**src/hdl/epws_pkg.sv**
```systemverilog
`default_nettype none
// ----------------------------------------------------------------------------
// epws_pkg
// Shared types and codes of the serial EEPROM page write sequencer.
// ----------------------------------------------------------------------------
package epws_pkg;

    // event codes of an input item
    localparam logic [1:0] CMD_READ  = 2'd0;
    localparam logic [1:0] CMD_WRITE = 2'd1;
    localparam logic [1:0] CMD_DONE  = 2'd2;
    localparam logic [1:0] CMD_TICK  = 2'd3;

    // sequencer modes
    localparam logic [2:0] MODE_STOPPED = 3'd0;
    localparam logic [2:0] MODE_READING = 3'd1;
    localparam logic [2:0] MODE_WRITING = 3'd2;
    localparam logic [2:0] MODE_WAITACK = 3'd3;
    localparam logic [2:0] MODE_FAILED  = 3'd4;

    // bus operations
    localparam logic [1:0] BUS_NONE  = 2'd0;
    localparam logic [1:0] BUS_READ  = 2'd1;
    localparam logic [1:0] BUS_WRITE = 2'd2;
    localparam logic [1:0] BUS_POLL  = 2'd3;

    // caller notices
    localparam logic [1:0] NOTE_NONE = 2'd0;
    localparam logic [1:0] NOTE_OK   = 2'd1;
    localparam logic [1:0] NOTE_FAIL = 2'd2;

    // device byte base
    localparam logic [7:0] DEV_BASE = 8'hA0;

    typedef struct packed {
        logic [1:0]  command;
        logic [2:0]  device_select;
        logic [15:0] address;
        logic [15:0] length;
        logic        notify_wanted;
        logic        trx_ok;
        logic        bus_accepts;
    } t_item;

    typedef struct packed {
        logic        accepted;
        logic [1:0]  bus_op;
        logic [7:0]  bus_device;
        logic [15:0] bus_address;
        logic [15:0] bus_length;
        logic [15:0] buffer_offset;
        logic [1:0]  notify;
        logic [2:0]  engine_mode;
    } t_result;

    typedef struct packed {
        logic [2:0]  mode;
        logic [15:0] write_pointer;
        logic [15:0] bytes_remaining;
        logic [2:0]  chip_select;
        logic [15:0] data_offset;
        logic        polling_on;
        logic        notice_pending;
    } t_state;

endpackage
`default_nettype wire

```
**src/hdl/epws_step.sv**
```systemverilog
`default_nettype none
// ----------------------------------------------------------------------------
// epws_step
// Next-state and result logic for one event of the page write sequencer.
// ----------------------------------------------------------------------------
module epws_step #(
    parameter int PAGE_BYTES        = 64,
    parameter int MAX_WRITE_ADDRESS = 32767,
    parameter int PW                = $clog2(PAGE_BYTES + 1),
    parameter int OW                = $clog2(PAGE_BYTES),
    parameter int RW                = $clog2(65536 / PAGE_BYTES + 1)
) (
    input  var epws_pkg::t_item   i_item,
    input  var logic [RW-1:0]     i_quot,
    input  var epws_pkg::t_state  i_state,
    input  var logic [OW-1:0]     i_page_off,
    output epws_pkg::t_state      o_state,
    output logic [OW-1:0]         o_page_off,
    output epws_pkg::t_result     o_result
);
    import epws_pkg::*;

    // offset correction when the write pointer wraps at 16 bits
    localparam int WRAP_ADJ = (PAGE_BYTES - (65536 % PAGE_BYTES)) % PAGE_BYTES;

    logic [RW+PW-1:0] qp;
    logic [15:0]      rem_raw;
    logic [PW:0]      rem2;
    logic [PW:0]      rem_red;
    logic [OW-1:0]    addr_rem;
    logic             is_wr;
    logic [15:0]      c_wp;
    logic [15:0]      c_len;
    logic [15:0]      c_doff;
    logic [OW-1:0]    c_off;
    logic [PW-1:0]    room;
    logic [PW-1:0]    n_cap;
    logic [PW-1:0]    n_chunk;
    logic [16:0]      wp_sum;
    logic [PW:0]      off_sum;
    logic [PW:0]      off_red;
    logic             run_chunk;

    // address modulo page size, quotient estimate comes from the input stage
    always_comb begin
        qp       = {{PW{1'b0}}, i_quot} * (RW+PW)'(PAGE_BYTES);
        rem_raw  = i_item.address - qp[15:0];
        rem2     = rem_raw[PW:0];
        rem_red  = (rem2 >= (PW+1)'(PAGE_BYTES)) ? rem2 - (PW+1)'(PAGE_BYTES) : rem2;
        addr_rem = rem_red[OW-1:0];
    end

    // chunk operands: fresh request or the running write
    assign is_wr  = (i_item.command == CMD_WRITE);
    assign c_wp   = is_wr ? i_item.address : i_state.write_pointer;
    assign c_len  = is_wr ? i_item.length  : i_state.bytes_remaining;
    assign c_doff = is_wr ? 16'd0          : i_state.data_offset;
    assign c_off  = is_wr ? addr_rem       : i_page_off;

    // chunk size: at most one page, never across a page boundary
    always_comb begin
        room    = PW'(PAGE_BYTES) - PW'(c_off);
        n_cap   = (c_len > 16'(PAGE_BYTES)) ? PW'(PAGE_BYTES) : c_len[PW-1:0];
        n_chunk = (n_cap > room) ? room : n_cap;
        wp_sum  = {1'b0, c_wp} + 17'(n_chunk);
        off_sum = (PW+1)'(c_off) + (PW+1)'(n_chunk)
                + (wp_sum[16] ? (PW+1)'(WRAP_ADJ) : (PW+1)'(0));
        off_red = (off_sum >= (PW+1)'(PAGE_BYTES)) ?
                  off_sum - (PW+1)'(PAGE_BYTES) : off_sum;
    end

    // event decode
    always_comb begin
        o_state    = i_state;
        o_page_off = i_page_off;
        o_result   = '0;
        run_chunk  = 1'b0;
        case (i_item.command)
            CMD_READ: begin
                if (i_state.mode == MODE_STOPPED) begin
                    o_state.mode           = MODE_READING;
                    o_state.notice_pending = i_item.notify_wanted;
                    o_result.bus_op        = BUS_READ;
                    o_result.bus_device    = DEV_BASE | {5'd0, i_item.device_select};
                    o_result.bus_address   = i_item.address;
                    o_result.bus_length    = i_item.length;
                    if (i_item.bus_accepts) begin
                        o_result.accepted = 1'b1;
                    end else begin
                        o_state.mode = MODE_STOPPED;
                    end
                end
            end
            CMD_WRITE: begin
                if (i_state.mode == MODE_STOPPED) begin
                    o_state.chip_select = i_item.device_select;
                    if (i_item.address <= 16'(MAX_WRITE_ADDRESS)) begin
                        o_state.write_pointer   = i_item.address;
                        o_state.bytes_remaining = i_item.length;
                        o_state.data_offset     = 16'd0;
                        o_state.notice_pending  = i_item.notify_wanted;
                        o_page_off              = addr_rem;
                        run_chunk               = 1'b1;
                    end
                end
            end
            CMD_DONE: begin
                if (!i_item.trx_ok) begin
                    if (i_state.mode != MODE_WAITACK) begin
                        o_state.mode = MODE_FAILED;
                        if (i_state.notice_pending) begin
                            o_result.notify = NOTE_FAIL;
                        end
                        o_state.notice_pending = 1'b0;
                    end
                end else begin
                    case (i_state.mode)
                        MODE_READING: begin
                            if (i_state.notice_pending) begin
                                o_result.notify = NOTE_OK;
                            end
                            o_state.notice_pending = 1'b0;
                            o_state.mode           = MODE_STOPPED;
                        end
                        MODE_WRITING: begin
                            o_state.mode       = MODE_WAITACK;
                            o_state.polling_on = 1'b1;
                        end
                        MODE_WAITACK: begin
                            run_chunk = 1'b1;
                        end
                        MODE_FAILED: begin
                            o_state.mode = MODE_STOPPED;
                        end
                        default: begin
                            o_state.mode = MODE_FAILED;
                        end
                    endcase
                end
            end
            default: begin
                if (i_state.polling_on &&
                    (i_state.mode == MODE_WAITACK || i_state.mode == MODE_FAILED)) begin
                    o_result.bus_op     = BUS_POLL;
                    o_result.bus_device = DEV_BASE;
                end
            end
        endcase

        // start next chunk or finish the write
        if (run_chunk) begin
            if (c_len == 16'd0) begin
                o_state.polling_on = 1'b0;
                o_state.mode       = MODE_STOPPED;
                if (o_state.notice_pending) begin
                    o_result.notify = NOTE_OK;
                end
                o_state.notice_pending = 1'b0;
                o_result.accepted      = 1'b1;
            end else begin
                o_state.mode           = MODE_WRITING;
                o_result.bus_op        = BUS_WRITE;
                o_result.bus_device    = DEV_BASE | {5'd0, o_state.chip_select};
                o_result.bus_address   = c_wp;
                o_result.bus_length    = 16'(n_chunk);
                o_result.buffer_offset = c_doff;
                if (!i_item.bus_accepts) begin
                    o_state.mode = MODE_FAILED;
                end else begin
                    o_state.bytes_remaining = c_len - 16'(n_chunk);
                    o_state.write_pointer   = wp_sum[15:0];
                    o_state.data_offset     = c_doff + 16'(n_chunk);
                    o_page_off              = off_red[OW-1:0];
                    o_result.accepted       = 1'b1;
                end
            end
        end

        o_result.engine_mode = o_state.mode;
    end

endmodule
`default_nettype wire

```
**src/hdl/eeprom_page_write_sequencer.sv**
```systemverilog
`default_nettype none
// ----------------------------------------------------------------------------
// eeprom_page_write_sequencer
// Page write and acknowledge polling sequencer for a two-wire serial EEPROM.
// ----------------------------------------------------------------------------
// Input channel (i_in_valid / o_in_ready) carries one event per item: a read
// or write request, a bus completion report or a poll tick. Output channel
// (o_out_valid / i_out_ready) returns exactly one result item per event: the
// bus transaction to start, the caller notice and the mode after the event.
// Writes are cut into chunks of at most PAGE_BYTES that stay within a page;
// after each chunk the device is polled on ticks until it acknowledges.
// An accepted item passes through the input register, where the page
// quotient of the address is estimated by a reciprocal multiply, and then
// through the decode logic into the result register. One item per cycle is
// sustained while the receiver does not stall; the sequencer state updates as
// an item moves into the result register, so consecutive items chain.
// Reset clears both pipeline stages and puts the sequencer in the stopped
// mode with all counters at zero. When the receiver stalls, the result is
// held, the input register still takes one more item, and o_in_ready drops.
// ----------------------------------------------------------------------------
module eeprom_page_write_sequencer #(
    parameter int PAGE_BYTES        = 64,
    parameter int MAX_WRITE_ADDRESS = 32767
) (
    input  var logic        i_clk,
    input  var logic        i_rst_n,
    input  var logic        i_in_valid,
    output logic            o_in_ready,
    input  var logic [1:0]  i_command,
    input  var logic [2:0]  i_device_select,
    input  var logic [15:0] i_address,
    input  var logic [15:0] i_length,
    input  var logic        i_notify_wanted,
    input  var logic        i_trx_ok,
    input  var logic        i_bus_accepts,
    output logic            o_out_valid,
    input  var logic        i_out_ready,
    output logic            o_accepted,
    output logic [1:0]      o_bus_op,
    output logic [7:0]      o_bus_device,
    output logic [15:0]     o_bus_address,
    output logic [15:0]     o_bus_length,
    output logic [15:0]     o_buffer_offset,
    output logic [1:0]      o_notify,
    output logic [2:0]      o_engine_mode
);
    import epws_pkg::*;

    localparam int PW    = $clog2(PAGE_BYTES + 1);
    localparam int OW    = $clog2(PAGE_BYTES);
    localparam int RECIP = 65536 / PAGE_BYTES;
    localparam int RW    = $clog2(RECIP + 1);

    logic             r_in_valid;
    t_item            r_item;
    logic [RW-1:0]    r_quot;
    logic             r_out_valid;
    t_result          r_res;
    t_state           r_state;
    logic [OW-1:0]    r_page_off;

    t_state           n_state;
    logic [OW-1:0]    n_page_off;
    t_result          n_res;
    logic [16+RW-1:0] quot_prod;
    logic             advance;

    // pipeline handshake
    assign advance    = r_in_valid && (!r_out_valid || i_out_ready);
    assign o_in_ready = !r_in_valid || advance;

    // page quotient estimate of the incoming address
    assign quot_prod = {{RW{1'b0}}, i_address} * (16+RW)'(RECIP);

    // input register
    always_ff @(posedge i_clk) begin
        if (!i_rst_n) begin
            r_in_valid <= 1'b0;
        end else if (o_in_ready) begin
            r_in_valid <= i_in_valid;
        end
        if (o_in_ready && i_in_valid) begin
            r_item.command       <= i_command;
            r_item.device_select <= i_device_select;
            r_item.address       <= i_address;
            r_item.length        <= i_length;
            r_item.notify_wanted <= i_notify_wanted;
            r_item.trx_ok        <= i_trx_ok;
            r_item.bus_accepts   <= i_bus_accepts;
            r_quot               <= quot_prod[16+RW-1:16];
        end
    end

    // event decode
    epws_step #(
        .PAGE_BYTES        (PAGE_BYTES),
        .MAX_WRITE_ADDRESS (MAX_WRITE_ADDRESS),
        .PW                (PW),
        .OW                (OW),
        .RW                (RW)
    ) u_step (
        .i_item     (r_item),
        .i_quot     (r_quot),
        .i_state    (r_state),
        .i_page_off (r_page_off),
        .o_state    (n_state),
        .o_page_off (n_page_off),
        .o_result   (n_res)
    );

    // sequencer state and result register
    always_ff @(posedge i_clk) begin
        if (!i_rst_n) begin
            r_out_valid <= 1'b0;
            r_state     <= '{mode: MODE_STOPPED, default: '0};
            r_page_off  <= '0;
        end else begin
            if (advance) begin
                r_out_valid <= 1'b1;
                r_state     <= n_state;
                r_page_off  <= n_page_off;
            end else if (i_out_ready) begin
                r_out_valid <= 1'b0;
            end
        end
        if (advance) begin
            r_res <= n_res;
        end
    end

    // result ports
    assign o_out_valid     = r_out_valid;
    assign o_accepted      = r_res.accepted;
    assign o_bus_op        = r_res.bus_op;
    assign o_bus_device    = r_res.bus_device;
    assign o_bus_address   = r_res.bus_address;
    assign o_bus_length    = r_res.bus_length;
    assign o_buffer_offset = r_res.buffer_offset;
    assign o_notify        = r_res.notify;
    assign o_engine_mode   = r_res.engine_mode;

endmodule
`default_nettype wire

```
**config.mk**
```make
export PLATFORM = sky130hd
export DESIGN_NAME = eeprom_page_write_sequencer
export DESIGN_NICKNAME = d
export VERILOG_FILES = /design/src/hdl/epws_pkg.sv /design/src/hdl/epws_step.sv /design/src/hdl/eeprom_page_write_sequencer.sv
export SDC_FILE = /design/constraint.sdc
export NUM_CORES = 1
export LEC_CHECK = 0
export ABC_AREA = 1
export BUFFER_PORTS_ARGS = -buffer_cell sky130_fd_sc_hd__buf_2
export CAP_MARGIN = 40
export CORE_ASPECT_RATIO = 1.4
export CORE_MARGIN = 2
export CORE_UTILIZATION = 45
export DETAILED_ROUTE_END_ITERATION = 10
export PLACE_DENSITY = 0.73
export REMOVE_ABC_BUFFERS = 1
export SETUP_SLACK_MARGIN = 0.15
export SLEW_MARGIN = 20
export SYNTH_ARGS = -nofsm -noshare
export SYNTH_HDL_FRONTEND = slang
export SYNTH_SLANG_ARGS = --single-unit
export TNS_END_PERCENT = 50
```
**constraint.sdc**
```tcl
create_clock -name i_clk -period 12.2 [get_ports i_clk]
set_input_delay 2.44 -clock i_clk [delete_from_list [all_inputs] [get_ports i_clk]]
set_output_delay 2.44 -clock i_clk [all_outputs]
set_load 0.01 [all_outputs]
```
* Word level (Yosys, flattened, before mapping) *
Cells that the tools add are included.

cells by class
  equal/unequal tests = 7
  order comparisons = 5
  $add $sub $neg = 8
  reductions and logical operators = 15
  mux-type cells = 68
  bitwise operators = 1

operators by type and width
  kind                                                                                 number
  32-bit 2-to-1 mux                                                                    4
  51-bit 2-to-1 mux                                                                    2
  16-bit 2-to-1 mux                                                                    6
  61-bit 2-to-1 mux                                                                    1
  58-bit 2-to-1 mux                                                                    1
  6-bit 2-to-1 mux                                                                     9
  43-bit 2-to-1 mux                                                                    1
  35-bit 2-to-1 mux                                                                    1
  16-bit by 7-bit adder with 16-bit output                                             2
  1-bit 2-to-1 mux                                                                     22
  10-bit case mux with 2 select lines                                                  1
  18-bit 2-to-1 mux                                                                    1
  8-bit by 7-bit greater-or-equal comparator with 1-bit output, second input constant  2
  16-bit by 7-bit > comparator with 1-bit output, second input constant                1
  16-bit by 15-bit <= comparator with 1-bit output, second input constant              1
  16-bit zero test                                                                     1
  16-bit by 7-bit subtractor with 16-bit output                                        1
  3-bit 2-to-1 mux                                                                     5
  2-bit 2-to-1 mux                                                                     7
  7-bit 2-to-1 mux                                                                     2
  6-bit by 1-bit subtractor with 6-bit output, second input constant                   2
  10-bit 2-to-1 mux                                                                    1
  3-bit case mux with 3 select lines                                                   1
  6-bit by 7-bit adder with 8-bit output                                               1
  20 further kinds                                                                     28

word-level totals
  input bits = 44
  output and inout bits = 66
  register bits = 170

* Depth between registers and ports, before layout *
  word-level depth = 13
  depth in mapped cells = 36
  mapped depth without buffers = 34

* Modules after synthesis *
From an unflattened synthesis, not the netlist that was laid out.

unflattened totals
  cells, all modules = 1490
  area, all modules = 10892.9 um2

modules (own cells, without submodules)
  module                       area each (um2)  times used  cells an instance
  eeprom_page_write_sequencer  5975.7           1           524
  epws_step                    4917.2           1           966

* Least setup slack after synthesis *
OpenSTA, ideal clock, no wires.

  path type = input port to output port
  from = input i_out_ready
  to = output o_in_ready
  arrival = 2.624 ns
  stages = 2
  path slack = 7.136 ns
  required time = 9.760 ns
  cells stage by stage = inv_1 -> nand3_1

between the ends
  word-level cells in the longest chain between the ends = 3

ends and longest elaborated chain
  element            RTL line                           RTL
  from (decl)        eeprom_page_write_sequencer.sv:37  input var logic i_out_ready,
  1-bit logical OR   eeprom_page_write_sequencer.sv:69  assign advance = r_in_valid && (!r_out_valid || i_out_ready);
  1-bit logical AND  eeprom_page_write_sequencer.sv:69
  1-bit logical OR   eeprom_page_write_sequencer.sv:70  assign o_in_ready = !r_in_valid || advance;
  to (decl)          eeprom_page_write_sequencer.sv:28  output logic o_in_ready,

No other way between the ends.

* Worst setup path after layout *
  from = register r_item[39] in the netlist's numbering
  to = register r_state[31] in the netlist's numbering

between the ends
  word-level cells in the longest chain between the ends = 10

ends and longest elaborated chain
  element                                         RTL line                            RTL
  from (decl)                                     eeprom_page_write_sequencer.sv:55   t_item r_item;
  2-bit by 1-bit equality test with 1-bit output  epws_step.sv:54, epws_step.sv:78
  16-bit 2-to-1 mux                               epws_step.sv:56                     assign c_len = is_wr ? i_item.length : i_state.bytes_remaining;
  16-bit by 7-bit > comparator with 1-bit output  epws_step.sv:63                     n_cap = (c_len > 16'(PAGE_BYTES)) ? PW'(PAGE_BYTES) : c_len[PW-1:0];
  7-bit 2-to-1 mux                                epws_step.sv:63
  7-bit > comparator                              epws_step.sv:64                     n_chunk = (n_cap > room) ? room : n_cap;
  7-bit 2-to-1 mux                                epws_step.sv:64
  16-bit by 7-bit subtractor with 16-bit output   epws_step.sv:170                    o_state.bytes_remaining = c_len - 16'(n_chunk);
  32-bit 2-to-1 mux                               epws_step.sv:167                    if (!i_item.bus_accepts) begin
  32-bit 2-to-1 mux                               epws_step.sv:152                    if (c_len == 16'd0) begin
  35-bit 2-to-1 mux *                             epws_step.sv:151                    if (run_chunk) begin
  to (signal assigned)                            eeprom_page_write_sequencer.sv:120  r_state <= n_state;
  to (decl)                                       eeprom_page_write_sequencer.sv:59   t_state r_state;

Every way passes the cells marked *; elsewhere a longest branch is shown, timed or not.
A chain may end at the register's enable or synchronous reset.

==> flow_summary.yaml <==
timing:
  finalCritPeriodShare: 0.534
  period_needed_ns: 6.51
  fin_skew_ns: 0.0119
  tightest_slew_ns: 0.748
  rsz0062_at_grt: "no"
  finalSetupViolations: 0
  layout_setup_ws_ns: 5.69
  max_freq_mhz: 154
  drv_slew: 0
  hold_viol: 0
  slew_headroom: 0.500
  holdWs_ns: 0.467
  finalSetupTns_ns: 0
clocking:
  cts_sinks: 164
  cts_tree: "done"
  cts_buffers: 17
  cts.path.max_buffers: 2
  clock_latency_ns: 0.45
  cts_setup_buffers: 0
  root_buffer: "clkbuf_16"
  ctsHoldBuffers: 0
  htree_levels: 4
  clk_pin_slew_worst_paths_ns: 0.07
  cts_resized: 0
run:
  cap_violations: 0
power_and_ir_drop:
  leakage_nw: 5.21
  p_int_mw: 1.06
  p_seq_frac: 0.410
  p_switching_mw: 0.474
  peakVddDrop_mv: 0.111
  power_mw: 1.53
  p_comb_frac: 0.221
  power.share.clock: 0.369
  powerDensity_nw_per_um2: 135
  swShare: 0.309
floorplanning:
  die_h_um: 180
  die_area_um2: 23400
  core_um2: 21900
  die_width_um: 130
  ios: 110
  initial_core_util: 0.457
  rows: 64
route:
  postRouteWirelength_um: 26000
  final_antenna_net_count: 0
  vias: 9169
  via_per_inst: 5.32
  drtIter0Drc: 601
  wl_per_cell_um: 15.1
  drt-pass1-iter-count: 5
  drcViolationCount: 0
global_routing:
  grt_usage: 0.228
  grt_max_degree: 68
  grt_pass1_wl_um: 42200
  antenna_found_initial: 0
  grt_overflow: 0
  grt_pass1_vias: 8909
synth:
  synth_area_per_cell_um2: 7.46
  synthDistinctLibCells: 41
  synthMostInstantiatedCell: "nand2_1"
  synth_edf_count: 100
  syn_area_um2: 10000
  synth_warnings: 0
  synth_area_leader_cell: "edfxtp_1"
  synth.top_cell.area_share: 0.300
  synthCells: 1341
  yosys-top-cells-area: "edfxtp_1 (30%), nand2_1 (14%), dfxtp_1 (13%)"
  ys_ff_latch: 164
  yosys-top-cells-count: "nand2_1 (386), inv_1 (152), nand3_1 (126)"
  synthArstFlopShare: 0
  synthFlopType: "edfxtp_1"
  yosysSeqAreaShare: 0.428
placement:
  dp_slack_ns: 5.80
  port_buffers: 106
  dp_hpwl_um: 17200
  place_area_um2: 10700
  gp_congestion: 0.957
  dp_cells: 1689
cells_and_area:
  syn_to_final_growth_pct: 13.2
  utilization: 0.518
  drive_gt1_frac: 0.120
  final_cell_area_um2: 11300
  final_net_count: 1499
  fill_cells: 2109
  n_antenna_cell: 0
  finalNonFillerCells: 1722
critical_path:
  ff2ff_setup_slack_ns: 5.69
  arrival_ns: 6.89
  endpoint_kind: "register"
  critPathMaxFanout: 49
  cp_data_required_time_ns: 12.58
  start_kind: "register"
  critPathKind: "register to register"
worst_hold_path:
  hp-class: "register to register"
outcome:
  status: "complete, no violations"
==> placed cells by master, fill, tap and decap left out, types with 9 or more instances in the layout <==
cell type	synthesis	final
nor3_1	21	21
o31ai_1	9	9
o211ai_1	11	11
nand4_1	18	18
o21ai_1	9	9
xor2_1	15	15
a21oi_1	100	100
buf_2	13	106
nand3_1	126	126
o21ai_0	70	70
ha_1	39	38
inv_1	152	150
clkbuf_16	0	17
nor2_1	96	96
edfxtp_1	100	100
nand2_1	386	384
xnor2_1	10	10
dfxtp_1	64	64
==> cell families after synthesis <==
| group | after synthesis | share of synthesized area |
|---|---|---|
| adders and majority gates | 43 | 0.0568 |
| muxes | 3 | 0.00300 |
| buffers and inverters | 220 | 0.0895 |
| DFF | 164 | 0.428 |
| xor gates and xnor gates | 25 | 0.0219 |
| other | 1 | 0.000375 |
| and+or+nand+nor | 666 | 0.281 |
| AOI/OAI and AO/OA | 219 | 0.119 |
==> sequential cells by signal, indices dropped and copies added, names as in the netlist, 2 cells and up <==
| register | flops |
|---|---|
| r_state | 56 |
| r_item | 40 |
| o_buffer_offset | 16 |
| o_bus_address | 16 |
| o_bus_length | 16 |
| r_page_off | 6 |
| o_bus_device | 4 |
| o_engine_mode | 3 |
| o_bus_op | 2 |
| o_notify | 2 |
==> worst paths after layout <==
path	from	endpoint	depth (start not counted)
hold reg to reg	r_state[3]	r_state[3]	2
hold / removal	r_state[3]	r_state[3]	2
setup / recovery	r_item[39]	r_state[31]	27
setup reg to reg	r_item[39]	r_state[31]	27
==> layout make-up <==
class | count | area [um2] | area share
Clock inverter | 13 | 173 | 0.0153
Timing Repair Buffer | 114 | 623 | 0.0550
Sequential cell | 164 | 4280 | 0.378
Tap cell | 297 | 372 | 0.0328
Clock buffer | 19 | 443 | 0.0391
Inverter | 156 | 588 | 0.0520
Multi-Input combinational cell | 959 | 4840 | 0.427
==> power by group through the flow <==
stage	sequential, mW	combinational, mW	clock (mW)
after detailed placement	0.640	0.334	0
after global routing	0.630	0.380	0.597
after CTS	0.628	0.336	0.575
final	0.628	0.339	0.566
after floorplan	0.642	0.238	0
after global placement	0.640	0.327	0
==> critical path: stages, from the launching register on <==
cell	delay, ns
edfxtp_1	0.41
inv_1	0.12
ha_2	0.44
buf_4	0.55
inv_2	0.42
nand2_1	0.14
and2_1	0.23
ha_1	0.18
inv_1	0.04
or2_2	0.30
nor3_1	0.19
nand2_1	0.13
ha_1	0.32
nand2_1	0.07
nor2_1	0.16
nand2_1	0.07
nand2_1	0.11
nand2_1	0.18
o21ai_0	0.46
inv_1	0.29
fa_1	0.52
o31ai_1	0.40
nand2_1	0.18
nand3_1	0.17
nand2_1	0.07
nand3_1	0.08
nand3_1	0.07
a21oi_1	0.12
==> metal layers <==
| layer | global-route usage | vias to the layer above | part of all wire |
|---|---|---|---|
| li1 | - | 4566 | - |
| met1 | 0.256 | 4232 | 0.40 |
| met2 | 0.407 | 312 | 0.51 |
| met3 | 0.0463 | 59 | 0.052 |
| met4 | 0.105 | 0 | 0.032 |
| met5 | 0 | - | 0 |
Note: power is estimated with default switching activity, not from simulation.
